### config.mk
export PLATFORM = sky130hd
export DESIGN_NAME = touch_dip_detector_core
export DESIGN_NICKNAME = d
export VERILOG_FILES = /design/src/sv/td_pkg.sv /design/src/sv/td_csr.sv /design/src/sv/td_chan.sv /design/src/sv/touch_dip_detector_core.sv
export SDC_FILE = /design/constraint.sdc
export NUM_CORES = 1
export LEC_CHECK = 0
export ABC_AREA = 1
export ABC_CLOCK_PERIOD_IN_PS = 21100
export BUFFER_PORTS_ARGS = -buffer_cell sky130_fd_sc_hd__buf_4
export CAP_MARGIN = 20
export CORE_MARGIN = 1
export CORE_UTILIZATION = 55
export CTS_BUF_LIST = sky130_fd_sc_hd__clkbuf_2
export DETAILED_ROUTE_END_ITERATION = 12
export PLACE_DENSITY = 0.71
export RECOVER_POWER = 50
export SYNTH_ARGS = -nofsm -noshare
export SYNTH_HDL_FRONTEND = slang
export SYNTH_HIERARCHICAL = 1
export SYNTH_SLANG_ARGS = --single-unit
### constraint.sdc
create_clock -name clock -period 21.1 [get_ports clock]
set_input_delay 1.055 -clock clock [delete_from_list [all_inputs] [get_ports clock]]
set_output_delay 1.055 -clock clock [all_outputs]
set_load 0.02 [all_outputs]
### src/sv/td_pkg.sv
// Shared types, constants and register codes for the touch dip detector.
`default_nettype none

package td_pkg;

   // Channel count and field widths
   localparam int unsigned TD_CHANNELS       = 2;
   localparam int unsigned TD_MAX_CHANNELS   = 2;
   localparam int unsigned TD_SAMPLE_BITS    = 10;
   localparam int unsigned TD_LEVEL_BITS     = 5;
   localparam int unsigned TD_MARGIN_BITS    = 8;
   localparam int unsigned TD_TICK_BITS      = 8;
   localparam int unsigned TD_CSR_INDEX_BITS = 3;
   localparam int unsigned TD_CSR_DATA_BITS  = 8;

   typedef logic [TD_SAMPLE_BITS-1:0]    td_sample_type;
   typedef logic [TD_LEVEL_BITS-1:0]     td_level_type;
   typedef logic [TD_MARGIN_BITS-1:0]    td_margin_type;
   typedef logic [TD_TICK_BITS-1:0]      td_tick_type;
   typedef logic [TD_CSR_INDEX_BITS-1:0] td_csr_index_type;
   typedef logic [TD_CSR_DATA_BITS-1:0]  td_csr_data_type;

   // Register indexes on the configuration port
   typedef enum logic [TD_CSR_INDEX_BITS-1:0] {
      TD_REG_DROP_MARGIN  = 3'd0,
      TD_REG_COUNT_LIMIT  = 3'd1,
      TD_REG_ON_LEVEL     = 3'd2,
      TD_REG_OFF_LEVEL    = 3'd3,
      TD_REG_DECAY_PERIOD = 3'd4
   } td_reg_type;

   // Reset values of the registers
   localparam td_margin_type TD_RST_DROP_MARGIN  = 8'd15;
   localparam td_level_type  TD_RST_COUNT_LIMIT  = 5'd25;
   localparam td_level_type  TD_RST_ON_LEVEL     = 5'd15;
   localparam td_level_type  TD_RST_OFF_LEVEL    = 5'd10;
   localparam td_tick_type   TD_RST_DECAY_PERIOD = 8'd20;

   typedef struct packed {
      td_margin_type drop_margin;
      td_level_type  count_limit;
      td_level_type  on_level;
      td_level_type  off_level;
      td_tick_type   decay_period;
   } td_cfg_type;

   // Per-transaction control shared by all channels
   typedef struct packed {
      logic advance;
      logic decay;
      logic reload;
   } td_step_type;

   // Updated channel state, as reported in the result
   typedef struct packed {
      logic          touch;
      td_sample_type peak;
      td_level_type  level;
   } td_chan_out_type;

endpackage

`default_nettype wire

### src/sv/td_csr.sv
// Configuration register file of the touch dip detector.
`default_nettype none

module td_csr (
   input  wire logic                     clock,
   input  wire logic                     reset,
   input  wire logic                     csr_valid,
   output      logic                     csr_ready,
   input  wire td_pkg::td_csr_index_type csr_index,
   input  wire td_pkg::td_csr_data_type  csr_data,
   output      td_pkg::td_cfg_type       cfg
);
   import td_pkg::*;

   td_cfg_type cfg_ff;
   td_cfg_type cfg_in;

   // Always able to take a write
   assign csr_ready = 1'b1;

   // Decode the register index; unknown indexes are dropped
   always_comb begin
      cfg_in = cfg_ff;
      if (csr_valid) begin
         unique case (csr_index)
            TD_REG_DROP_MARGIN:  cfg_in.drop_margin  = csr_data[TD_MARGIN_BITS-1:0];
            TD_REG_COUNT_LIMIT:  cfg_in.count_limit  = csr_data[TD_LEVEL_BITS-1:0];
            TD_REG_ON_LEVEL:     cfg_in.on_level     = csr_data[TD_LEVEL_BITS-1:0];
            TD_REG_OFF_LEVEL:    cfg_in.off_level    = csr_data[TD_LEVEL_BITS-1:0];
            TD_REG_DECAY_PERIOD: cfg_in.decay_period = csr_data[TD_TICK_BITS-1:0];
            default:             cfg_in = cfg_ff;
         endcase
      end
   end

   always_ff @(posedge clock) begin
      if (reset) begin
         cfg_ff.drop_margin  <= TD_RST_DROP_MARGIN;
         cfg_ff.count_limit  <= TD_RST_COUNT_LIMIT;
         cfg_ff.on_level     <= TD_RST_ON_LEVEL;
         cfg_ff.off_level    <= TD_RST_OFF_LEVEL;
         cfg_ff.decay_period <= TD_RST_DECAY_PERIOD;
      end else begin
         cfg_ff <= cfg_in;
      end
   end

   assign cfg = cfg_ff;

endmodule

`default_nettype wire

### src/sv/td_chan.sv
// One electrode channel: peak tracker, dip counter and touch hysteresis.
`default_nettype none

module td_chan (
   input  wire logic                    clock,
   input  wire logic                    reset,
   input  wire td_pkg::td_step_type     step,
   input  wire td_pkg::td_sample_type   sample,
   input  wire td_pkg::td_cfg_type      cfg,
   output      td_pkg::td_chan_out_type upd
);
   import td_pkg::*;

   localparam int unsigned SUM_BITS = TD_SAMPLE_BITS + 1;

   td_sample_type peak_ff, peak_in;
   td_level_type  cnt_ff, cnt_in;
   logic          flag_ff, flag_in;

   td_sample_type                peak_dec;
   td_sample_type                peak_base;
   logic [SUM_BITS-1:0]          low_sum;
   logic                         dip_hit;
   logic [TD_LEVEL_BITS:0]       cnt_inc;

   // Decay, reload, then climb by one toward the sample
   always_comb begin
      peak_dec  = (step.decay && (peak_ff != '0)) ? td_sample_type'(peak_ff - 1'b1) : peak_ff;
      peak_base = step.reload ? sample : peak_dec;
      peak_in   = (sample > peak_base) ? td_sample_type'(peak_base + 1'b1) : peak_base;
   end

   // Dip test and saturating counter
   always_comb begin
      low_sum = {1'b0, sample}
              + {{(SUM_BITS-TD_MARGIN_BITS){1'b0}}, cfg.drop_margin};
      dip_hit = low_sum < {1'b0, peak_in};
      cnt_inc = {1'b0, cnt_ff} + 1'b1;
      if (dip_hit) begin
         cnt_in = (cnt_inc < {1'b0, cfg.count_limit}) ? cnt_inc[TD_LEVEL_BITS-1:0]
                                                      : cfg.count_limit;
      end else if (cnt_ff != '0) begin
         cnt_in = td_level_type'(cnt_ff - 1'b1);
      end else begin
         cnt_in = cnt_ff;
      end
   end

   // Touch flag with hysteresis
   always_comb begin
      priority if (!flag_ff && (cnt_in >= cfg.on_level)) begin
         flag_in = 1'b1;
      end else if (flag_ff && (cnt_in < cfg.off_level)) begin
         flag_in = 1'b0;
      end else begin
         flag_in = flag_ff;
      end
   end

   // Hold state unless a transaction advances
   always_ff @(posedge clock) begin
      if (reset) begin
         peak_ff <= '0;
         cnt_ff  <= '0;
         flag_ff <= 1'b0;
      end else if (step.advance) begin
         peak_ff <= peak_in;
         cnt_ff  <= cnt_in;
         flag_ff <= flag_in;
      end
   end

   assign upd.touch = flag_in;
   assign upd.peak  = peak_in;
   assign upd.level = cnt_in;

   // Without a reload the peak moves by at most one step
   a_peak_step: assert property (@(posedge clock) disable iff (reset)
      (step.advance && !step.reload) |->
         ((peak_in == peak_ff) || (peak_in == td_sample_type'(peak_ff + 1'b1))
          || (peak_in == td_sample_type'(peak_ff - 1'b1))))
      else $error("peak moved by more than one step");

   // A dip never leaves the counter above the limit
   a_cnt_limit: assert property (@(posedge clock) disable iff (reset)
      (step.advance && dip_hit) |-> (cnt_in <= cfg.count_limit))
      else $error("dip counter above limit");

   // A non-dip sample never raises the counter
   a_cnt_fall: assert property (@(posedge clock) disable iff (reset)
      (step.advance && !dip_hit) |-> (cnt_in <= cnt_ff))
      else $error("dip counter rose without a dip");

   // Touch only switches on at or above the on level
   a_touch_on: assert property (@(posedge clock) disable iff (reset)
      (step.advance && flag_in && !flag_ff) |-> (cnt_in >= cfg.on_level))
      else $error("touch switched on below on level");

endmodule

`default_nettype wire

### src/sv/touch_dip_detector_core.sv
// Top level of the touch dip detector: input register, shared control and result register.
`default_nettype none

// Peak-tracking touch detector for two electrodes. Each request transaction
// carries one sample per electrode and a sensor error flag; each one yields
// exactly one response transaction with the touch flags, updated peaks and
// dip counters. One transaction is taken per clock cycle when the response
// side does not stall. The request lands in an input register, the
// per-channel update (decay, reload, climb, dip count, hysteresis) is done
// against the channel state and lands in the result register. The channel
// state update, done combinationally from the input register, sets the rate.
// Configuration writes are taken at any time but must only be issued while
// no transaction is in flight.
module touch_dip_detector_core (
   input  wire logic                     clock,
   input  wire logic                     reset,
   // request channel
   input  wire logic                     req_valid,
   output      logic                     req_stall,
   input  wire td_pkg::td_sample_type    req_sample_a,
   input  wire td_pkg::td_sample_type    req_sample_b,
   input  wire logic                     req_sensor_error,
   // response channel
   output      logic                     rsp_valid,
   input  wire logic                     rsp_stall,
   output      logic                     rsp_touch_a,
   output      logic                     rsp_touch_b,
   output      td_pkg::td_sample_type    rsp_peak_a,
   output      td_pkg::td_sample_type    rsp_peak_b,
   output      td_pkg::td_level_type     rsp_level_a,
   output      td_pkg::td_level_type     rsp_level_b,
   // configuration channel
   input  wire logic                     csr_valid,
   output      logic                     csr_ready,
   input  wire td_pkg::td_csr_index_type csr_index,
   input  wire td_pkg::td_csr_data_type  csr_data
);
   import td_pkg::*;

   td_cfg_type cfg;

   logic          s1_valid_ff, s1_valid_in;
   td_sample_type s1_sample_ff [TD_MAX_CHANNELS];
   logic          s1_err_ff;
   logic          rsp_valid_ff, rsp_valid_in;
   td_tick_type   tick_ff, tick_in, tick_next;
   logic          reload_ff;

   logic            req_take;
   logic            advance;
   td_step_type     step;
   td_chan_out_type upd [TD_MAX_CHANNELS];
   td_chan_out_type res_ff [TD_MAX_CHANNELS];

   td_csr u_csr (
      .clock     (clock),
      .reset     (reset),
      .csr_valid (csr_valid),
      .csr_ready (csr_ready),
      .csr_index (csr_index),
      .csr_data  (csr_data),
      .cfg       (cfg)
   );

   // Handshake: move a transaction forward when the result register is free
   assign advance   = s1_valid_ff && (!rsp_valid_ff || !rsp_stall);
   assign req_stall = s1_valid_ff && !advance;
   assign req_take  = req_valid && !req_stall;

   always_comb begin
      s1_valid_in = req_take ? 1'b1 : (advance ? 1'b0 : s1_valid_ff);
      if (advance) begin
         rsp_valid_in = 1'b1;
      end else if (!rsp_stall) begin
         rsp_valid_in = 1'b0;
      end else begin
         rsp_valid_in = rsp_valid_ff;
      end
   end

   // Decay tick and per-transaction control
   always_comb begin
      tick_next    = td_tick_type'(tick_ff + 1'b1);
      step.advance = advance;
      step.decay   = (tick_next == cfg.decay_period);
      step.reload  = reload_ff;
      tick_in      = step.decay ? '0 : tick_next;
   end

   always_ff @(posedge clock) begin
      if (reset) begin
         s1_valid_ff  <= 1'b0;
         rsp_valid_ff <= 1'b0;
         tick_ff      <= '0;
         reload_ff    <= 1'b1;
      end else begin
         s1_valid_ff  <= s1_valid_in;
         rsp_valid_ff <= rsp_valid_in;
         if (advance) begin
            tick_ff   <= tick_in;
            reload_ff <= s1_err_ff;
         end
      end
   end

   // Capture the request payload
   always_ff @(posedge clock) begin
      if (req_take) begin
         s1_sample_ff[0] <= req_sample_a;
         s1_sample_ff[1] <= req_sample_b;
         s1_err_ff       <= req_sensor_error;
      end
   end

   // Channel units; unused channels report zero
   for (genvar c = 0; c < TD_MAX_CHANNELS; c++) begin : g_chan
      if (c < TD_CHANNELS) begin : g_used
         td_chan u_chan (
            .clock  (clock),
            .reset  (reset),
            .step   (step),
            .sample (s1_sample_ff[c]),
            .cfg    (cfg),
            .upd    (upd[c])
         );
      end else begin : g_unused
         assign upd[c] = '0;
      end

      // Load the result register; force touch low on error
      always_ff @(posedge clock) begin
         if (advance) begin
            res_ff[c].touch <= upd[c].touch && !s1_err_ff;
            res_ff[c].peak  <= upd[c].peak;
            res_ff[c].level <= upd[c].level;
         end
      end
   end

   assign rsp_valid   = rsp_valid_ff;
   assign rsp_touch_a = res_ff[0].touch;
   assign rsp_touch_b = res_ff[1].touch;
   assign rsp_peak_a  = res_ff[0].peak;
   assign rsp_peak_b  = res_ff[1].peak;
   assign rsp_level_a = res_ff[0].level;
   assign rsp_level_b = res_ff[1].level;

   // An error transaction arms a reload for the next one
   a_err_reload: assert property (@(posedge clock) disable iff (reset)
      (advance && s1_err_ff) |=> reload_ff)
      else $error("error did not arm a peak reload");

   // A request is only taken into a full input register when it drains
   a_no_overwrite: assert property (@(posedge clock) disable iff (reset)
      (req_take && s1_valid_ff) |-> advance)
      else $error("input register overwritten");

   // The tick never rests on a nonzero period after a step
   a_tick_wrap: assert property (@(posedge clock) disable iff (reset)
      (advance && (cfg.decay_period != '0)) |=> (tick_ff != $past(cfg.decay_period)))
      else $error("decay tick left on period");

   // A finished result is never replaced while the response side stalls
   a_rsp_hold: assert property (@(posedge clock) disable iff (reset)
      (rsp_valid_ff && rsp_stall) |-> !advance)
      else $error("result overwritten while stalled");

endmodule

`default_nettype wire
; ---- Word-level counts from Yosys, hierarchy flattened
; Memory sizes are Yosys's and may differ from the RTL's.
; Index checks and enable logic that the tools add are counted.
[op_classes]
magnitude_cmp = 10
n_eq_ne = 6
n_mux = 25
add_sub_neg = 11
reduce_logical = 30
[op_table]
columns = operator, count
row1 = $mux 10, 6
row2 = $mux 5, 6
row3 = $add 10x8->11, 2
row4 = $lt 11x10->1, 2
row5 = $add 10x1->10 const B, 2
row6 = $gt 10x10->1, 2
row7 = $reduce_bool 10->1, 2
row8 = $sub 10x1->10 const B, 2
row9 = $add 5x1->6 const B, 2
row10 = $lt 6x5->1, 2
row11 = $mux 1, 12
row12 = $logic_and 1x1->1, 11
row13 = $ge 5x5->1, 2
row14 = $lt 5x5->1, 2
row15 = $reduce_and 2->1, 5
row16 = $reduce_bool 5->1, 2
row17 = $sub 5x1->5 const B, 2
row18 = $add 8x1->8 const B, 1
row19 = $eq 8x8->1, 1
row20 = $mux 8, 1
row21 = $logic_not 1->1, 7
row22 = $eq 3x2->1 const B, 2
row23 = $eq 3x1->1 const B, 1
row24 = $eq 3x3->1 const B, 1
row25 = 4 further kinds, 4
[totals]
input_bits = 37
memories = 2
elab_cells = 100
ramBits = 52
reg_bits = 75
[memory_table]
columns = name, depth, width, read_ports, rd_clocked_by_memory_dff, wr, line
row1 = res_ff, 2, 16, 2, 0, 2, touch_dip_detector_core.sv:53  ; td_chan_out_type res_ff [TD_MAX_CHANNELS];
row2 = s1_sample_ff, 2, 10, 2, 0, 2, touch_dip_detector_core.sv:43  ; td_sample_type s1_sample_ff [TD_MAX_CHANNELS];

; ---- Logic depth before layout (Yosys ltp)
[depth]
depth_word = 14
ltp_mapped = 57

; ---- Hierarchy
; Netlist, hierarchy kept.
[by_module_without_submodules]
columns = mod, n_inst, cells_each, seq_area_each_um2, area_each_um2
row1 = td_chan (g_chan[1].g_used.u_chan), 1, 415, 320.3, 2686.3
row2 = td_chan (g_chan[0].g_used.u_chan), 1, 412, 320.3, 2677.6
row3 = touch_dip_detector_core, 1, 187, 1811.7, 2414.8
row4 = td_csr, 1, 181, 620.6, 1268.7

; ---- Least setup slack after synthesis
; Ideal clock, no wire load.
[synth_timing]
kind = reg-to-reg
start = register tick_ff[0]
end = memory res_ff[0][15] in the netlist's numbering, data pin
stages_incl_launch_ff = 55
required_time_ns = 20.846
path_slack_ns = 14.335
t_arrival_ns = 6.511
setup_time_ns = 0.254
path_cell_list = dfxtp_1 -> ha_1 -> nand3_2 -> nand2_1 -> nand2_1 -> nand2_1 -> nand3_2 -> nor3_1 -> nor3b_2 -> nand2_4 -> nor2_1 -> nand2_1 -> nor2_2 -> nand3_1 -> or2_0 -> a31oi_1 -> inv_1 -> ha_1 -> (+19 left out) -> o21ai_0 -> a31oi_1 -> nand2_4 -> inv_6 -> nor2_2 -> a31oi_4 -> ha_1 -> a21boi_0 -> o21a_1 -> o21ai_0 -> nand2_1 -> a21oi_1 -> nand2_1 -> nand2_1 -> inv_1 -> buf_4 -> inv_1 -> nor2_1
[synth_rtl]
columns = item, line
row1 = "start, declared", touch_dip_detector_core.sv:46  ; td_tick_type tick_ff, tick_in, tick_next;
row2 = "start signal, assigned", touch_dip_detector_core.sv:100  ; tick_ff <= tick_in;
row3 = "end, declared", touch_dip_detector_core.sv:53

==> results.ini <==
[clocking]
clockBufferDepth = 2
tritoncts = done
cts_hold_buf = 0
htree_levels = 4
cts.clk_slew.worst_paths_ns = 0.21
cts_sinks = 127
cts_buffers = 17
worst_skew_pair.late_latency_ns = 0.71
post-cts-setup-buffers = 0
cts_resized = 0
root_buffer = clkbuf_2

[floorplanning]
row_count = 46
die-area_um2 = 16970
die_x_um = 130.3
io_pins = 72
core_um2 = 15940
initial_utilization_pct = 56.75
die_h_um = 130.3

[global_routing]
track_usage_pct = 25.54
grt_pass1_wl_um = 33350
grt_pass1_vias = 7027
grt-ovfl-total = 0
grt_max_degree = 73
antenna_found_initial = 1

[synth]
ys.flop_type = dfxtp_1
yosysWarnings = 6
synth-edff-count = 53
yosysSeqAreaShare_pct = 33.96
synth-seq-cells = 127
synth_cells = 1195
avgSynthCellArea_um2 = 7.571
synth_cell_types = 56
syn_area_um2 = 9047
postSynth.asyncResetShare_pct = 0
syn-num-nets = 1323

[timing]
slew_headroom_pct = -136.1
hold_slack_ns = 0.5065
slew_viol_final = 102
fin_crit_sh_pct = 37.99
fmax_mhz = 124.8
tns_ns = 0
fin_skew_ns = 0.02996
rsz0062_at_grt = false
worst_slew_pin_slew_ns = 3.541
hold_viol_final = 0
setup_viol_count_final = 0
post-route-min-period_ns = 8.016

[power_and_ir_drop]
leakage_uw = 0.004752
powerDensity_nw_per_um2 = 63.40
max-vdd-ir-drop_mv = 0.04116

[setup_path]
cp_slowest_stage_delay_ns = 0.57
timing.critical_path.mode_cell = nand2_1
cp-end-kind = flip-flop
critPathArrivalTime_ns = 8.52
cp.required_ns = 21.60
critPathMaxFanout = 7
critical-path-slowest-cell = nor3b_2
worst-setup-path-type = reg -> reg
cp-start-kind = flip-flop

[routing]
drt_drc_violations_left = 0
wl_per_cell_um = 13.58
ant_nets = 0
firstDrtPassIters = 5
drt-initial-drc-count = 496
drt-total-wl_um = 20310
dr_total_vias = 7667
vias_per_cell = 5.128

[finish]
drive_gt1_share_pct = 17.45
nNetsFinal = 1393
syn_to_final_growth_pct = 10.03
final_cells = 1495

[place]
port-buffer-count = 70
dp.cells = 1462
gp_congestion = 0.8913
hpwlAfterDp_um = 15680

[outcome]
violations = max-capacitance violations, max-slew violations
run_status = finished, violations left

[hold_path]
hold_path.class = reg -> reg

[flow_run]
maxCapViolCount = 2

## cell usage after synthesis (8+ instances only)
| cell | count | share of area [%] |
|---|---|---|
| a21oi_1 | 73 | 4.0 |
| clkbuf_1 | 10 | 0.41 |
| dfxtp_1 | 74 | 16 |
| edfxtp_1 | 53 | 18 |
| ha_1 | 89 | 12 |
| inv_1 | 192 | 8.0 |
| inv_2 | 16 | 0.66 |
| nand2_1 | 246 | 10 |
| nand2_2 | 23 | 1.6 |
| nand3_1 | 67 | 3.7 |
| nand3_2 | 11 | 1.2 |
| nor2_1 | 101 | 4.2 |
| nor2_2 | 19 | 1.3 |
| nor2_4 | 10 | 1.2 |
| nor3_1 | 8 | 0.44 |
| o21ai_0 | 48 | 2.7 |
| o21ai_1 | 19 | 1.1 |
| o21ai_2 | 11 | 1.1 |
| xor2_1 | 25 | 2.4 |
## final timing paths
kind	startpoint	end	slack, ns	cells past startpoint
setup reg to reg	tick_ff[0]	res_ff[0][15]	13.08	49
setup / recovery	tick_ff[0]	res_ff[0][15]	13.08	49
hold reg to reg	u_csr/cfg[11]	u_csr/cfg[11]	0.51	2
hold / removal	u_csr/cfg[11]	u_csr/cfg[11]	0.51	2
## power by group
| part | total [uW] | switching, uW | internal (uW) |
|---|---|---|---|
| clock | 132 | 100 | 32.0 |
| sequential | 290 | 13.8 | 276 |
| combinational | 209 | 131 | 77.3 |
## cell type report
cell class	count	area [um^2]
diodes	1	2.502
clock buffers	17	85.08
clock inverters	15	113.9
fillers	1455	5988
inverters	213	807.0
multi-input cells	835	5077
flip-flops and latches	127	3073
well taps	216	270.3
repair buffers	71	525.5
## per-stage QoR
stage          total power (uW)  cell area [um^2]  util, %  worst slack (ns)
2_1_floorplan             448.9              9047        -             14.34
3_3_place_gp              498.7              9761    61.22             13.25
3_5_place_dp              502.4              9761    61.22             13.22
4_1_cts                   637.0              9960    62.47             13.14
5_1_grt                   679.3              9955    62.44             12.29
6_report                  631.1              9955    62.44             13.08
## cell usage in the layout (no fill, tap or decap), drive strengths merged, types with 9 or more instances in the layout
cell type,synthesis,routed
a21oi,80,80
nor3,9,9
a31oi,12,12
o21ai,78,78
nand3,79,79
xor2,27,27
clkbuf,10,40
dfxtp,74,74
ha,89,89
buf,10,48
edfxtp,53,53
nor2,130,130
nand2,272,272
clkinv,3,10
inv,210,214
## metal layers
metal	track usage (%)	vias to the layer above	share of wire, %
li1	-	4007	-
met1	33.39	3482	47
met2	42.68	159	47
met3	5.166	19	4.1
met4	7.114	0	1.4
met5	0	-	0
## state kept, by name, indices dropped and copies added (netlist names)
signal	flops
g_chan.g_used.u_chan/cnt_ff	10
g_chan.g_used.u_chan/flag_ff	2
res_ff	32
s1_err_ff	1
reload_ff	1
s1_sample_ff	20
u_csr/cfg	31
tick_ff	8
g_chan.g_used.u_chan/peak_ff	20
s1_valid_ff	1
rsp_valid	1
## kinds of logic after synthesis
kind of cell / count (synthesis) / share of synthesized area [%]
xor+xnor: 35 / 3.762
fa+ha+maj: 91 / 12.75
flops: 127 / 33.96
buf+inv: 233 / 9.999
compound gates: 197 / 13.29
simple gates: 511 / 26.19
other cells: 1 / 0.04145
## critical path, delay by kind of cell (launching register included)
kind | cells | cell delay (ns)
and+or+nand+nor | 26 | 3.45
AOI/OAI and AO/OA | 12 | 2.00
xor gates and xnor gates | 1 | 0.35
DFF | 1 | 0.49
adders and majority gates | 4 | 1.03
buffers and inverters | 6 | 0.45
(Power assumes the default switching activity.)
